<file path="config.mk">
export PLATFORM = sky130hd
export DESIGN_NAME = sxe_ctrl
export DESIGN_NICKNAME = d
export VERILOG_FILES = /design/src/hdl/sxe_pkg.sv /design/src/hdl/sxe_ctrl.sv
export SDC_FILE = /design/constraint.sdc
export NUM_CORES = 1
export LEC_CHECK = 0
export BUFFER_PORTS_ARGS = -buffer_cell sky130_fd_sc_hd__clkbuf_2
export CORE_MARGIN = 2
export CORE_UTILIZATION = 55
export DETAILED_ROUTE_END_ITERATION = 8
export GPL_TIMING_DRIVEN = 0
export PLACE_DENSITY = 0.83
export SYNTH_ARGS = -nofsm -noshare
export SYNTH_HDL_FRONTEND = slang
export SYNTH_SLANG_ARGS = --single-unit
export TNS_END_PERCENT = 20
</file>
<file path="constraint.sdc">
create_clock -name clk -period 4.46 [get_ports clk]
set_clock_uncertainty 0.05 [all_clocks]
set_input_delay 0.892 -clock clk [delete_from_list [all_inputs] [get_ports clk]]
set_output_delay 0.892 -clock clk [all_outputs]
set_load 0.03 [all_outputs]
</file>
<file path="src/hdl/sxe_pkg.sv">
package sxe_pkg;

  localparam int MEM_BYTES_DEF = 65536;
  localparam int WORD_BITS_DEF = 32;

  // register numbers
  localparam logic [2:0] R_A = 3'd0;
  localparam logic [2:0] R_X = 3'd1;
  localparam logic [2:0] R_L = 3'd2;
  localparam logic [2:0] R_B = 3'd3;
  localparam logic [2:0] R_S = 3'd4;
  localparam logic [2:0] R_T = 3'd5;

  // condition codes
  localparam logic [1:0] CC_NONE = 2'd0;
  localparam logic [1:0] CC_LT   = 2'd1;
  localparam logic [1:0] CC_EQ   = 2'd2;
  localparam logic [1:0] CC_GT   = 2'd3;

  // error codes
  localparam logic [1:0] ERR_NONE = 2'd0;
  localparam logic [1:0] ERR_RD   = 2'd1;
  localparam logic [1:0] ERR_DIV0 = 2'd2;

  localparam logic [15:0] INDEX_BASE = 16'd32767;
  localparam logic signed [31:0] RD_LIM_WORD = 32'sd16777215;
  localparam logic signed [31:0] RD_LIM_BYTE = 32'sd255;

  // opcodes
  localparam logic [7:0] OP_LDA  = 8'h00;
  localparam logic [7:0] OP_LDX  = 8'h04;
  localparam logic [7:0] OP_LDL  = 8'h08;
  localparam logic [7:0] OP_LDB  = 8'h68;
  localparam logic [7:0] OP_LDS  = 8'h6C;
  localparam logic [7:0] OP_LDT  = 8'h74;
  localparam logic [7:0] OP_STA  = 8'h0C;
  localparam logic [7:0] OP_STX  = 8'h10;
  localparam logic [7:0] OP_STL  = 8'h14;
  localparam logic [7:0] OP_STB  = 8'h78;
  localparam logic [7:0] OP_STS  = 8'h7C;
  localparam logic [7:0] OP_STT  = 8'h84;
  localparam logic [7:0] OP_LDCH = 8'h50;
  localparam logic [7:0] OP_STCH = 8'h54;
  localparam logic [7:0] OP_ADD  = 8'h18;
  localparam logic [7:0] OP_COMP = 8'h28;
  localparam logic [7:0] OP_TIX  = 8'h2C;
  localparam logic [7:0] OP_J    = 8'h3C;
  localparam logic [7:0] OP_JEQ  = 8'h30;
  localparam logic [7:0] OP_JGT  = 8'h34;
  localparam logic [7:0] OP_JLT  = 8'h38;
  localparam logic [7:0] OP_COMPR = 8'hA0;
  localparam logic [7:0] OP_ADDR = 8'h90;
  localparam logic [7:0] OP_SUBR = 8'h94;
  localparam logic [7:0] OP_MULR = 8'h98;
  localparam logic [7:0] OP_DIVR = 8'h9C;
  localparam logic [7:0] OP_RMO  = 8'hAC;
  localparam logic [7:0] OP_CLEAR = 8'hB4;
  localparam logic [7:0] OP_TIXR = 8'hB8;
  localparam logic [7:0] OP_RD   = 8'hEC;
  localparam logic [7:0] OP_WD   = 8'hED;

  localparam logic FUNC_LOAD = 1'b0;
  localparam logic FUNC_EXEC = 1'b1;

  typedef struct packed {
    logic               func;
    logic [15:0]        load_addr;
    logic [7:0]         load_byte;
    logic signed [31:0] console_value;
  } in_t;

  typedef struct packed {
    logic [15:0]        pc;
    logic signed [31:0] reg_a;
    logic [1:0]         cond_code;
    logic               display_valid;
    logic signed [31:0] display_value;
    logic               display_as_char;
    logic               halted;
    logic [1:0]         error_code;
  } out_t;

  // controller -> datapath
  typedef struct packed {
    logic       latch;
    logic       do_load;
    logic       rd_issue;
    logic       rd_capt;
    logic       src_data;
    logic [1:0] cnt;
    logic       rf_rd;
    logic       rf_sel;
    logic       wr_byte;
    logic       div_start;
    logic       div_step;
    logic       exec;
    logic       stop;
    logic       finish;
  } cmd_t;

  // datapath -> controller
  typedef struct packed {
    logic func_exec;
    logic halted;
    logic pc_over;
    logic rd_need;
    logic wr_need;
    logic word_op;
    logic is_div;
    logic div_zero;
    logic div_done;
    logic out_busy;
  } sts_t;

  function automatic logic [1:0] cmp_cc(logic signed [31:0] a, logic signed [31:0] b);
    if (a < b) return CC_LT;
    if (a == b) return CC_EQ;
    return CC_GT;
  endfunction

endpackage

</file>
<file path="src/hdl/sxe_ctrl.sv">
module sxe_ctrl (
  input  logic          clk,
  input  logic          rst,
  input  logic          in_valid,
  output logic          in_stall,
  input  sxe_pkg::sts_t sts,
  output sxe_pkg::cmd_t cmd
);
  import sxe_pkg::*;

  typedef enum logic [10:0] {
    S_IDLE   = 11'b00000000001,
    S_DECIDE = 11'b00000000010,
    S_RD_A   = 11'b00000000100,
    S_RD_B   = 11'b00000001000,
    S_RR1    = 11'b00000010000,
    S_RR2    = 11'b00000100000,
    S_DECODE = 11'b00001000000,
    S_WR     = 11'b00010000000,
    S_DIV    = 11'b00100000000,
    S_EXEC   = 11'b01000000000,
    S_DONE   = 11'b10000000000
  } state_t;

  state_t     state, state_next;
  logic [1:0] cnt, cnt_next;
  logic [1:0] last, last_next;
  logic       src, src_next;

  assign in_stall = (state != S_IDLE);

  // sequencer
  always_comb begin
    state_next = state;
    cnt_next   = cnt;
    last_next  = last;
    src_next   = src;
    cmd        = '0;
    cmd.cnt      = cnt;
    cmd.src_data = src;
    unique case (state)
      S_IDLE: begin
        if (in_valid) begin
          cmd.latch  = 1'b1;
          state_next = S_DECIDE;
        end
      end
      S_DECIDE: begin
        if (!sts.func_exec) begin
          cmd.do_load = 1'b1;
          state_next  = S_DONE;
        end else if (sts.halted) begin
          state_next = S_DONE;
        end else if (sts.pc_over) begin
          cmd.stop   = 1'b1;
          state_next = S_DONE;
        end else begin
          cnt_next   = 2'd0;
          last_next  = 2'd2;
          src_next   = 1'b0;
          state_next = S_RD_A;
        end
      end
      S_RD_A: begin
        cmd.rd_issue = 1'b1;
        state_next   = S_RD_B;
      end
      S_RD_B: begin
        cmd.rd_capt = 1'b1;
        if (cnt != last) begin
          cnt_next   = cnt + 2'd1;
          state_next = S_RD_A;
        end else if (!src) begin
          state_next = S_RR1;
        end else begin
          state_next = S_EXEC;
        end
      end
      S_RR1: begin
        cmd.rf_rd  = 1'b1;
        cmd.rf_sel = 1'b0;
        state_next = S_RR2;
      end
      S_RR2: begin
        cmd.rf_rd  = 1'b1;
        cmd.rf_sel = 1'b1;
        state_next = S_DECODE;
      end
      S_DECODE: begin
        cnt_next  = 2'd0;
        last_next = sts.word_op ? 2'd2 : 2'd0;
        if (sts.rd_need) begin
          src_next   = 1'b1;
          state_next = S_RD_A;
        end else if (sts.wr_need) begin
          state_next = S_WR;
        end else if (sts.is_div && !sts.div_zero) begin
          cmd.div_start = 1'b1;
          state_next    = S_DIV;
        end else begin
          state_next = S_EXEC;
        end
      end
      S_WR: begin
        cmd.wr_byte = 1'b1;
        if (cnt != last) cnt_next = cnt + 2'd1;
        else state_next = S_EXEC;
      end
      S_DIV: begin
        if (sts.div_done) state_next = S_EXEC;
        else cmd.div_step = 1'b1;
      end
      S_EXEC: begin
        cmd.exec   = 1'b1;
        state_next = S_DONE;
      end
      S_DONE: begin
        if (!sts.out_busy) begin
          cmd.finish = 1'b1;
          state_next = S_IDLE;
        end
      end
      default: state_next = S_IDLE;
    endcase
  end

  always_ff @(posedge clk) begin
    if (rst) begin
      state <= S_IDLE;
      cnt   <= 2'd0;
      last  <= 2'd0;
      src   <= 1'b0;
    end else begin
      state <= state_next;
      cnt   <= cnt_next;
      last  <= last_next;
      src   <= src_next;
    end
  end

  // an accepted word is finished exactly once before the next is taken
  a_accept_from_idle: assert property (@(posedge clk) disable iff (rst)
    (in_valid && !in_stall) |=> (state == S_DECIDE))
    else $error("accept outside idle");
  a_finish_returns: assert property (@(posedge clk) disable iff (rst)
    cmd.finish |=> (state == S_IDLE))
    else $error("finish did not return to idle");
  a_cnt_bound: assert property (@(posedge clk) disable iff (rst)
    (cnt <= last) && (last == 2'd0 || last == 2'd2))
    else $error("byte counter out of range");

endmodule

</file>
**Word-level counts from Yosys, hierarchy flattened**

Index checks and enable logic that the tools add are counted.
Widths: inputs -> output; s select.

- Register bits: 16
- Input port bits: 13
- Output and inout port bits: 16
- Logic and storage cells: 85

- Add/sub/neg operators: 1
- Eq/ne operators: 22
- Mux-type cells: 49
- Reduce and logical (&&, ||, !) cells: 9

Operators with widths:

| operator | count |
|---|---|
| $pmux 11 s11 | 1 |
| $mux 11 | 10 |
| $mux 1 | 24 |
| $mux 10 | 2 |
| $mux 2 | 8 |
| $ne 2x2->1 const B | 8 |
| $eq 11x1->1 const B | 1 |
| $eq 11x10->1 const B | 1 |
| $eq 11x11->1 const B | 1 |
| $eq 11x2->1 const B | 1 |
| $eq 11x3->1 const B | 1 |
| $eq 11x4->1 const B | 1 |
| $eq 11x5->1 const B | 1 |
| $eq 11x6->1 const B | 1 |
| $eq 11x7->1 const B | 1 |
| $eq 11x8->1 const B | 1 |
| $eq 11x9->1 const B | 1 |
| $ne 11x1->1 const B | 1 |
| $reduce_and 5->1 | 2 |
| $pmux 2 s2 | 2 |
| $reduce_and 4->1 | 2 |
| $pmux 2 s3 | 1 |
| $reduce_bool 3->1 | 1 |
| $add 2x1->2 const B | 1 |
| other kinds (7) | 7 |

**Logic depth before layout (Yosys ltp)**

Gate-level depths: netlist of the first run.

- Word-level depth: 6
- Gate-level depth with buffers: 6

**Worst setup path after synthesis of the first run**

OpenSTA, ideal clock, no wires.

- Path type: register to output
- Start point: register state[0]
- End point: output cmd[0] in the netlist's numbering
- Data arrival time: 2.403 ns
- Required time: 3.518 ns
- Setup slack: 1.115 ns
- Cell stages (with the launch flop): 5
- Path buffers: 1
- Path through: dfxtp_1 -> clkbuf_1 -> or4_1 -> or3_1 -> nor4b_1

RTL lines:

| element | line | RTL |
|---|---|---|
| start: declaration | sxe_ctrl.sv:25 | `state_t state, state_next;` |
| start signal: assignment | sxe_ctrl.sv:134 | `state <= state_next;` |
| end: declaration | sxe_ctrl.sv:7 | `output sxe_pkg::cmd_t cmd` |

==> results of run 1 <==
==> registers in the layout, summed over array words and instances (netlist names) <==
name / count
state: 11
cnt: 2
last: 1
src: 1
==> cells in the mapped netlist, types with 4 or more instances <==
| cell type | count |
|---|---|
| nor3_1 | 7 |
| clkbuf_1 | 6 |
| o21ai_0 | 6 |
| nor2b_1 | 5 |
| inv_1 | 7 |
| xor2_1 | 5 |
| nor4_1 | 6 |
| dfxtp_1 | 15 |
| nand4b_1 | 4 |
| nand2b_1 | 6 |
| nor2_1 | 12 |
| nand4_1 | 9 |
| nand2_1 | 6 |
==> worst max-delay path, cell delays in order (launching register included) <==
cell      delay, ns
dfxtp_1        0.31
clkbuf_1       0.21
nor4_2         0.79
nand4_2        0.40
nor4_1         0.44
clkbuf_2       0.29
==> report_power, final <==
group / total, mW / switching, mW / internal (mW)
Combinational: 0.0938 / 0.0605 / 0.0333
Sequential: 0.142 / 0.00336 / 0.138
Clock: 0.0826 / 0.0494 / 0.0333
==> cells by family (layout without fill, tap and decap cells) <==
logic type                count (synthesis)  count (layout)  synth area share [%]
muxes                                     1               1                 0.922
AOI/OAI and AO/OA                        23              23                  15.1
and+or+nand+nor                          76              76                  43.9
DFF                                      15              15                  27.6
buffers and inverters                    20              52                  8.41
xor gates and xnor gates                  5               5                  4.03
==> metal layers <==
layer,global-route usage (%),vias up
li1,-,594
met1,32.7,582
met2,42.6,81
met3,3.70,10
met4,13.8,0
met5,0,-
==> final timing paths <==
kind / startpoint / endpoint / slack [ns] / depth (start not counted)
worst max-delay path: state[2]$_SDFFE_PP0P_ / cmd[4] / 0.79 / 5
worst min-delay path: src$_SDFFE_PP0P_ / state[4]$_SDFFE_PP0P_ / 0.46 / 1
worst max register to register: state[2]$_SDFFE_PP0P_ / state[8]$_SDFFE_PP0P_ / 2.00 / 5
worst min register to register: src$_SDFFE_PP0P_ / state[4]$_SDFFE_PP0P_ / 0.46 / 1
==> final cells by class <==
class | count | area, sq um
fillers | 173 | 614
plain buffers | 13 | 65.1
multi-input cells | 105 | 694
repair buffers | 28 | 140
well taps | 27 | 33.8
flip-flops and latches | 15 | 300
clock buffers | 3 | 22.5
inverters | 7 | 26.3
clock inverters | 1 | 5.00
==> through the flow <==
stage	utilization (%)	power, mW	setup WS, ns	hold WS, ns	cell area, sq um
floorplan	-	0.211	1.11	0.392	1090
global placement	66.3	0.233	1.27	0.426	1260
detailed placement	66.3	0.236	1.18	0.429	1260
CTS	67.7	0.316	0.842	0.443	1290
global route	67.7	0.334	0.639	0.471	1290
finish	67.7	0.318	0.791	0.458	1290
==> summary.txt, run 1 <==
Placed design
  – Placed cell count: 195
  – Number of port buffers: 28
  – Final HPWL DP: about 2200 microns
  – Final Wtd Congestion: 0.905

CTS
  – Root buffer cell: clkbuf_4
  – Maximum clock path buffer count: 2
  – CTS clock-pin slew for the worst setup and hold paths: 0.10 ns
  – Setup bufs post-CTS: 0
  – # resized after CTS: 0
  – Post-CTS Hold Fix Bufs: 0
  – Clock H-tree levels: 1
  – CTS buffer count: 3
  – Sink Count: 15
  – CTS tree: yes
  – Clock latency at the later pin of the worst-skew pair: 0.28 ns

Yosys
  – Ys flop type: dfxtp_1
  – Mapped Area: 1090 sq um
  – Post-synthesis cell count: 140
  – Distinct cell type count after synthesis: 43
  – Area contributors post-synth: dfxtp_1 (28%), nand4_1 (5.2%), nor2_1 (4.1%)
  – Synth top area share: 27.6%
  – Async S/R FF share, synth: 0%
  – Syn. warnings: 0
  – EDFF count, synth: 0
  – Post-synthesis register bit count: 15
  – Synth area leader: dfxtp_1
  – Syn nets: 153
  – Sequential fraction of the synthesis area: between 20% and 30%
  – Synthesized area per cell: 7.76 sq um

Global routing
  – Vias in the first global route: 1155
  – Pin count of the biggest net entering global routing: 11
  – First-pass GRT wire length: roughly 5000 microns
  – Global route overflow: 0
  – Antenna violations before repair: 0
  – Total track usage: roughly a quarter

Setup path
  – Worst EP arrival: between 2 and 3 ns
  – CP Max Fanout: 10
  – Nature of the critical path endpoint: primary output
  – Worst setup SP type: register
  – Setup Crit Path Kind: reg -> out
  – Worst endpoint required time: 3.52 ns

Layout
  – Commonest cells after routing, fill and taps aside: clkbuf_2 (29), dfxtp_1 (15), nor2_1 (12)
  – Area growth from synthesis to layout: 18.5%
  – Share of layout cells above drive strength 1: 26.7%
  – Non-Filler Instances: around 200
  – Most common cell after layout, fill and taps aside: clkbuf_2
  – Total Nets Final: 186
  – Diode count: 0

Route
  – Vias: 1267
  – Vias per cell: ~6.4
  – DR DRC count: 0
  – Top sig layer: met4
  – Metal2 WL: ~1400 microns
  – DR WL/cell: 15.0 microns
  – M1 WL: about 1200 microns
  – Remaining antenna violation count: 0
  – Routed met3 length: 265 microns
  – Drt first pass iters: 4
  – Starting DRC count in detailed routing: 58
  – Post-Route WL: between 2000 and 3000 microns

Power and ir drop
  – IR drop worst, VDD: around 0.00015 V
  – Pleak: 0.553 nW
  – Power Density: ~250 nW/um^2

Timing
  – Final setup vio count: 0
  – Final worst-path cycle share: 82.3%
  – Setup tns final: 0 ns
  – Max Fclk: 273 MHz
  – Tmin final: roughly 3.7 ns
  – RSZ-0062 raised after global routing: false
  – Max-slew violations: 0
  – Slew headroom: 39.5%
  – Worst slew pin tran: 0.900 ns
  – Hold Fails Final Rpt: 0

Floorplan
  – Die extent in x: 48.4 microns
  – Die area: 2350 sq um
  – Die height: 48.4 microns
  – Rows: 16
  – Core area: 1900 sq um
  – Top Ports: 29
  – Starting Density: 57.1%

Hold path
  – HP Class: reg -> reg

Outcome
  – Status: finished, final reports clean

Run
  – Max cap viols: 0
No activity file was read; power rests on OpenSTA's default activity.
==> run 2: changes to the inputs <==
- ABC_AREA: default -> 1
- CORE_UTILIZATION: 55 -> 51
- PLACE_DENSITY: 0.83 -> 0.78
- clock period: 4.46 -> 3.5 ns (I/O delays scaled with it)
==> run 2 against run 1 <==
First-iteration DRC count decreased by 57%. Sequential power grew 53%. Synthesized cell count rose by 18%. Non-clock buffer count decreased by 12. Wire length shrank 16%. Combinational power grew to 4.6 times the previous value. Core utilization decreased by 3.4 points. Setup slack better by 0.23 ns. Global-route usage decreased by 4.2 points. Sequential cell count unchanged. Critical path depth increased by 3. Clock power increased by 19%. Largest power group is now combinational cells.
==> summary.txt, run 2 <==
Yosys
  – Synth area leader: dfxtp_1
  – EDFF count, synth: 0 (unchanged)
  – Synthesized area per cell: 6.51 sq um (-16%)
  – Mapped Area: 1070 sq um (-1.2%)
  – Syn nets: 178 (+16%)
  – Commonest cells in the netlist: nand2_1 (35), inv_1 (31), nor2_1 (19)
  – Syn. warnings: 0 (unchanged)
  – Sequential fraction of the synthesis area: 28.0% (+0.32 points)
  – Ys flop type: dfxtp_1
  – Post-synthesis cell count: 165 (+18%)
  – Most frequent cell after synthesis: nand2_1
  – Area contributors post-synth: dfxtp_1 (28%), nand2_1 (12%), inv_1 (11%)
  – Distinct cell type count after synthesis: 22 (-49%)
  – Async S/R FF share, synth: 0% (unchanged)
  – Post-synthesis register bit count: 15 (unchanged)
  – Synth top area share: 28.0% (+0.32 points)

Global routing
  – Antenna violations before repair: 0 (unchanged)
  – Pin count of the biggest net entering global routing: 9 (-2)
  – First-pass GRT wire length: 4240 microns (-13%)
  – Global route overflow: 0 (unchanged)
  – Vias in the first global route: 1035 (-10%)
  – Total track usage: 21.6% (-4.2 points)

Power and ir drop
  – Pint: 373 uW (+82%)
  – Pleak: 0.726 nW (+31%)
  – Clock power frac: 13.1% (-13 points)
  – Seq pwr share: 28.8% (-16 points)
  – Power Density: 590 nW/um^2 (+140%)
  – Switching Fraction: 50.4% (+15 points)
  – Comb pwr share: 58.1% (+29 points)
  – IR drop worst, VDD: 0.000428 V (+190%)
  – Psw: 379 uW (+230%)

Setup path
  – Reg2Reg Setup Slack: 1.88 ns (-0.12 ns)
  – Worst setup path endpoint: cmd[4]
  – RR Endpoint: state[7]$_SDFFE_PP0P_
  – CP Launch Point: state[9]$_SDFFE_PP0P_
  – CP Max Fanout: 6 (-4)
  – Worst setup SP type: register
  – Setup Crit Path Kind: reg -> out
  – Worst EP arrival: 1.73 ns (-1.00 ns)
  – Worst endpoint required time: 2.75 ns (-0.77 ns)
  – RR Startpoint: state[7]$_SDFFE_PP0P_
  – Nature of the critical path endpoint: primary output
  – FF-to-FF path depth: 9 (+4)

CTS
  – Sink Count: 15 (unchanged)
  – Clock H-tree levels: 1 (unchanged)
  – # resized after CTS: 0 (unchanged)
  – Post-CTS Hold Fix Bufs: 0 (unchanged)
  – Root buffer cell: clkbuf_4
  – CTS tree: yes
  – Clock latency at the later pin of the worst-skew pair: 0.28 ns (about the same)
  – Maximum clock path buffer count: 2 (unchanged)
  – Setup bufs post-CTS: 0 (unchanged)
  – CTS buffer count: 3 (unchanged)
  – CTS clock-pin slew for the worst setup and hold paths: 0.08 ns (-0.02 ns)

Floorplan
  – Core area: 1980 sq um (+4.2%)
  – Die extent in x: 49.9 microns (+3.0%)
  – Rows: 16 (unchanged)
  – Top Ports: 29 (unchanged)
  – Starting Density: 54.2% (-2.9 points)
  – Die area: 2490 sq um (+6.1%)
  – Die height: 49.9 microns (+3.0%)

Timing
  – Minimum hold slack: 0.430 ns (-0.0273 ns)
  – Setup tns final: 0 ns (unchanged)
  – Final worst-path cycle share: 70.8%
  – Tmin final: 2.48 ns
  – Hold Fails Final Rpt: 0 (unchanged)
  – RSZ-0062 raised after global routing: false
  – Max Fclk: 403 MHz
  – Worst slew pin tran: 0.281 ns (-0.618 ns)
  – Max-slew violations: 0 (unchanged)
  – Slew headroom: 81.2% (+42 points)
  – Final setup vio count: 0 (unchanged)

Layout
  – Total Nets Final: 211 (+13%)
  – Commonest cells after routing, fill and taps aside: nand2_1 (35), inv_1 (31), clkbuf_2 (28)
  – Non-Filler Instances: 224 (+13%)
  – Area growth from synthesis to layout: 18.6% (about the same)
  – Largest registers: state: 11 flops, cnt: 2 flops
  – Most common cell after layout, fill and taps aside: nand2_1
  – Max reg flops: 11 (unchanged)
  – Largest Register: state
  – Diode count: 0 (unchanged)
  – Share of layout cells above drive strength 1: 31.5% (+4.7 points)

Route
  – Drt first pass iters: 5 (+1)
  – Post-Route WL: 2500 microns (-16%)
  – DR DRC count: 0 (unchanged)
  – Remaining antenna violation count: 0 (unchanged)
  – Vias per cell: 4.96 (-22%)
  – DR WL/cell: 11.2 microns (-26%)
  – Vias: 1112 (-12%)
  – Starting DRC count in detailed routing: 25 (-57%)

Placed design
  – Final HPWL DP: 2020 microns (-8.6%)
  – Number of port buffers: 28 (unchanged)
  – Final Wtd Congestion: 0.808 (-11%)
  – Placed cell count: 220 (+13%)

Outcome
  – Status: finished, final reports clean

Run
  – Max cap viols: 0 (unchanged)

Hold path
  – HP Class: reg -> reg
  – Worst Hold Depth: 2 (+1)
[run 2: cell types whose count changed after synthesis, moves of 6 or more]
| cell | previous run | this run |
|---|---|---|
| inv_1 | 7 | 31 |
| nor2_1 | 12 | 19 |
| nor2_2 | 0 | 11 |
| clkbuf_1 | 6 | 0 |
| nand2b_1 | 6 | 0 |
| nand3_1 | 3 | 11 |
| nor4_1 | 6 | 0 |
| nand2_1 | 6 | 35 |
[run 2: worst min path at each step]
stage / startpoint / to / slack [ns]
finish: last[1]$_SDFFE_PP0P_ / last[1]$_SDFFE_PP0P_ / 0.43
global route: last[1]$_SDFFE_PP0P_ / last[1]$_SDFFE_PP0P_ / 0.45
CTS: last[1]$_SDFFE_PP0P_ / last[1]$_SDFFE_PP0P_ / 0.43
detailed placement: last[1]$_SDFFE_PP0P_ / last[1]$_SDFFE_PP0P_ / 0.42
global placement: last[1]$_SDFFE_PP0P_ / last[1]$_SDFFE_PP0P_ / 0.41
floorplan: last[1]$_SDFFE_PP0P_ / last[1]$_SDFFE_PP0P_ / 0.40
[run 2: through the flow]
step	setup WS, ns	total power, mW	instance area [sq um]	utilization (%)
after global placement	1.39	0.642	1250	62.9
after detailed placement	1.34	0.653	1250	62.9
after CTS	1.02	0.752	1270	64.3
after floorplan	1.28	0.565	1070	-
after global routing	0.860	0.807	1270	64.3
final	1.02	0.751	1270	64.3
[run 2: logic make-up after synthesis]
logic type      synth area share [%]
flops                           28.0
compound gates                  5.83
simple gates                    54.0
buf+inv                         12.2
[run 2: metal layers]
layer | track usage [%] | routed length (microns) | up-vias
met5 | 0 | 0 | -
met4 | 1.85 | 14 | 0
met3 | 4.55 | 97 | 4
met2 | 42.9 | 1310 | 23
met1 | 23.8 | 1080 | 503
li1 | - | - | 582
[run 2: power by group through the flow]
stage          Combinational (mW)  Clock [mW]  Sequential (mW)
3_5_place_dp                0.432           0            0.220
4_1_cts                     0.434       0.102            0.216
3_3_place_gp                0.424           0            0.218
2_1_floorplan               0.345           0            0.220
6_report                    0.436      0.0984            0.217
5_1_grt                     0.476       0.110            0.220
[run 2: final cells by class]
cell class / instances / area [sq um]
inverter: 33 / 124
fill: 182 / 708
sequential: 15 / 300
clock buffer: 4 / 26.3
multi-input combinational: 116 / 642
tap: 27 / 33.8
timing repair buffer: 28 / 140
buffer: 1 / 7.51
[run 2: worst max-delay path: stages (launching register included)]
cell      delay (ns)
dfxtp_1         0.38
nor2_4          0.15
nand2_4         0.11
nor2_8          0.16
nand2_2         0.12
nor2_2          0.16
nand3_1         0.11
inv_1           0.07
clkbuf_2        0.19
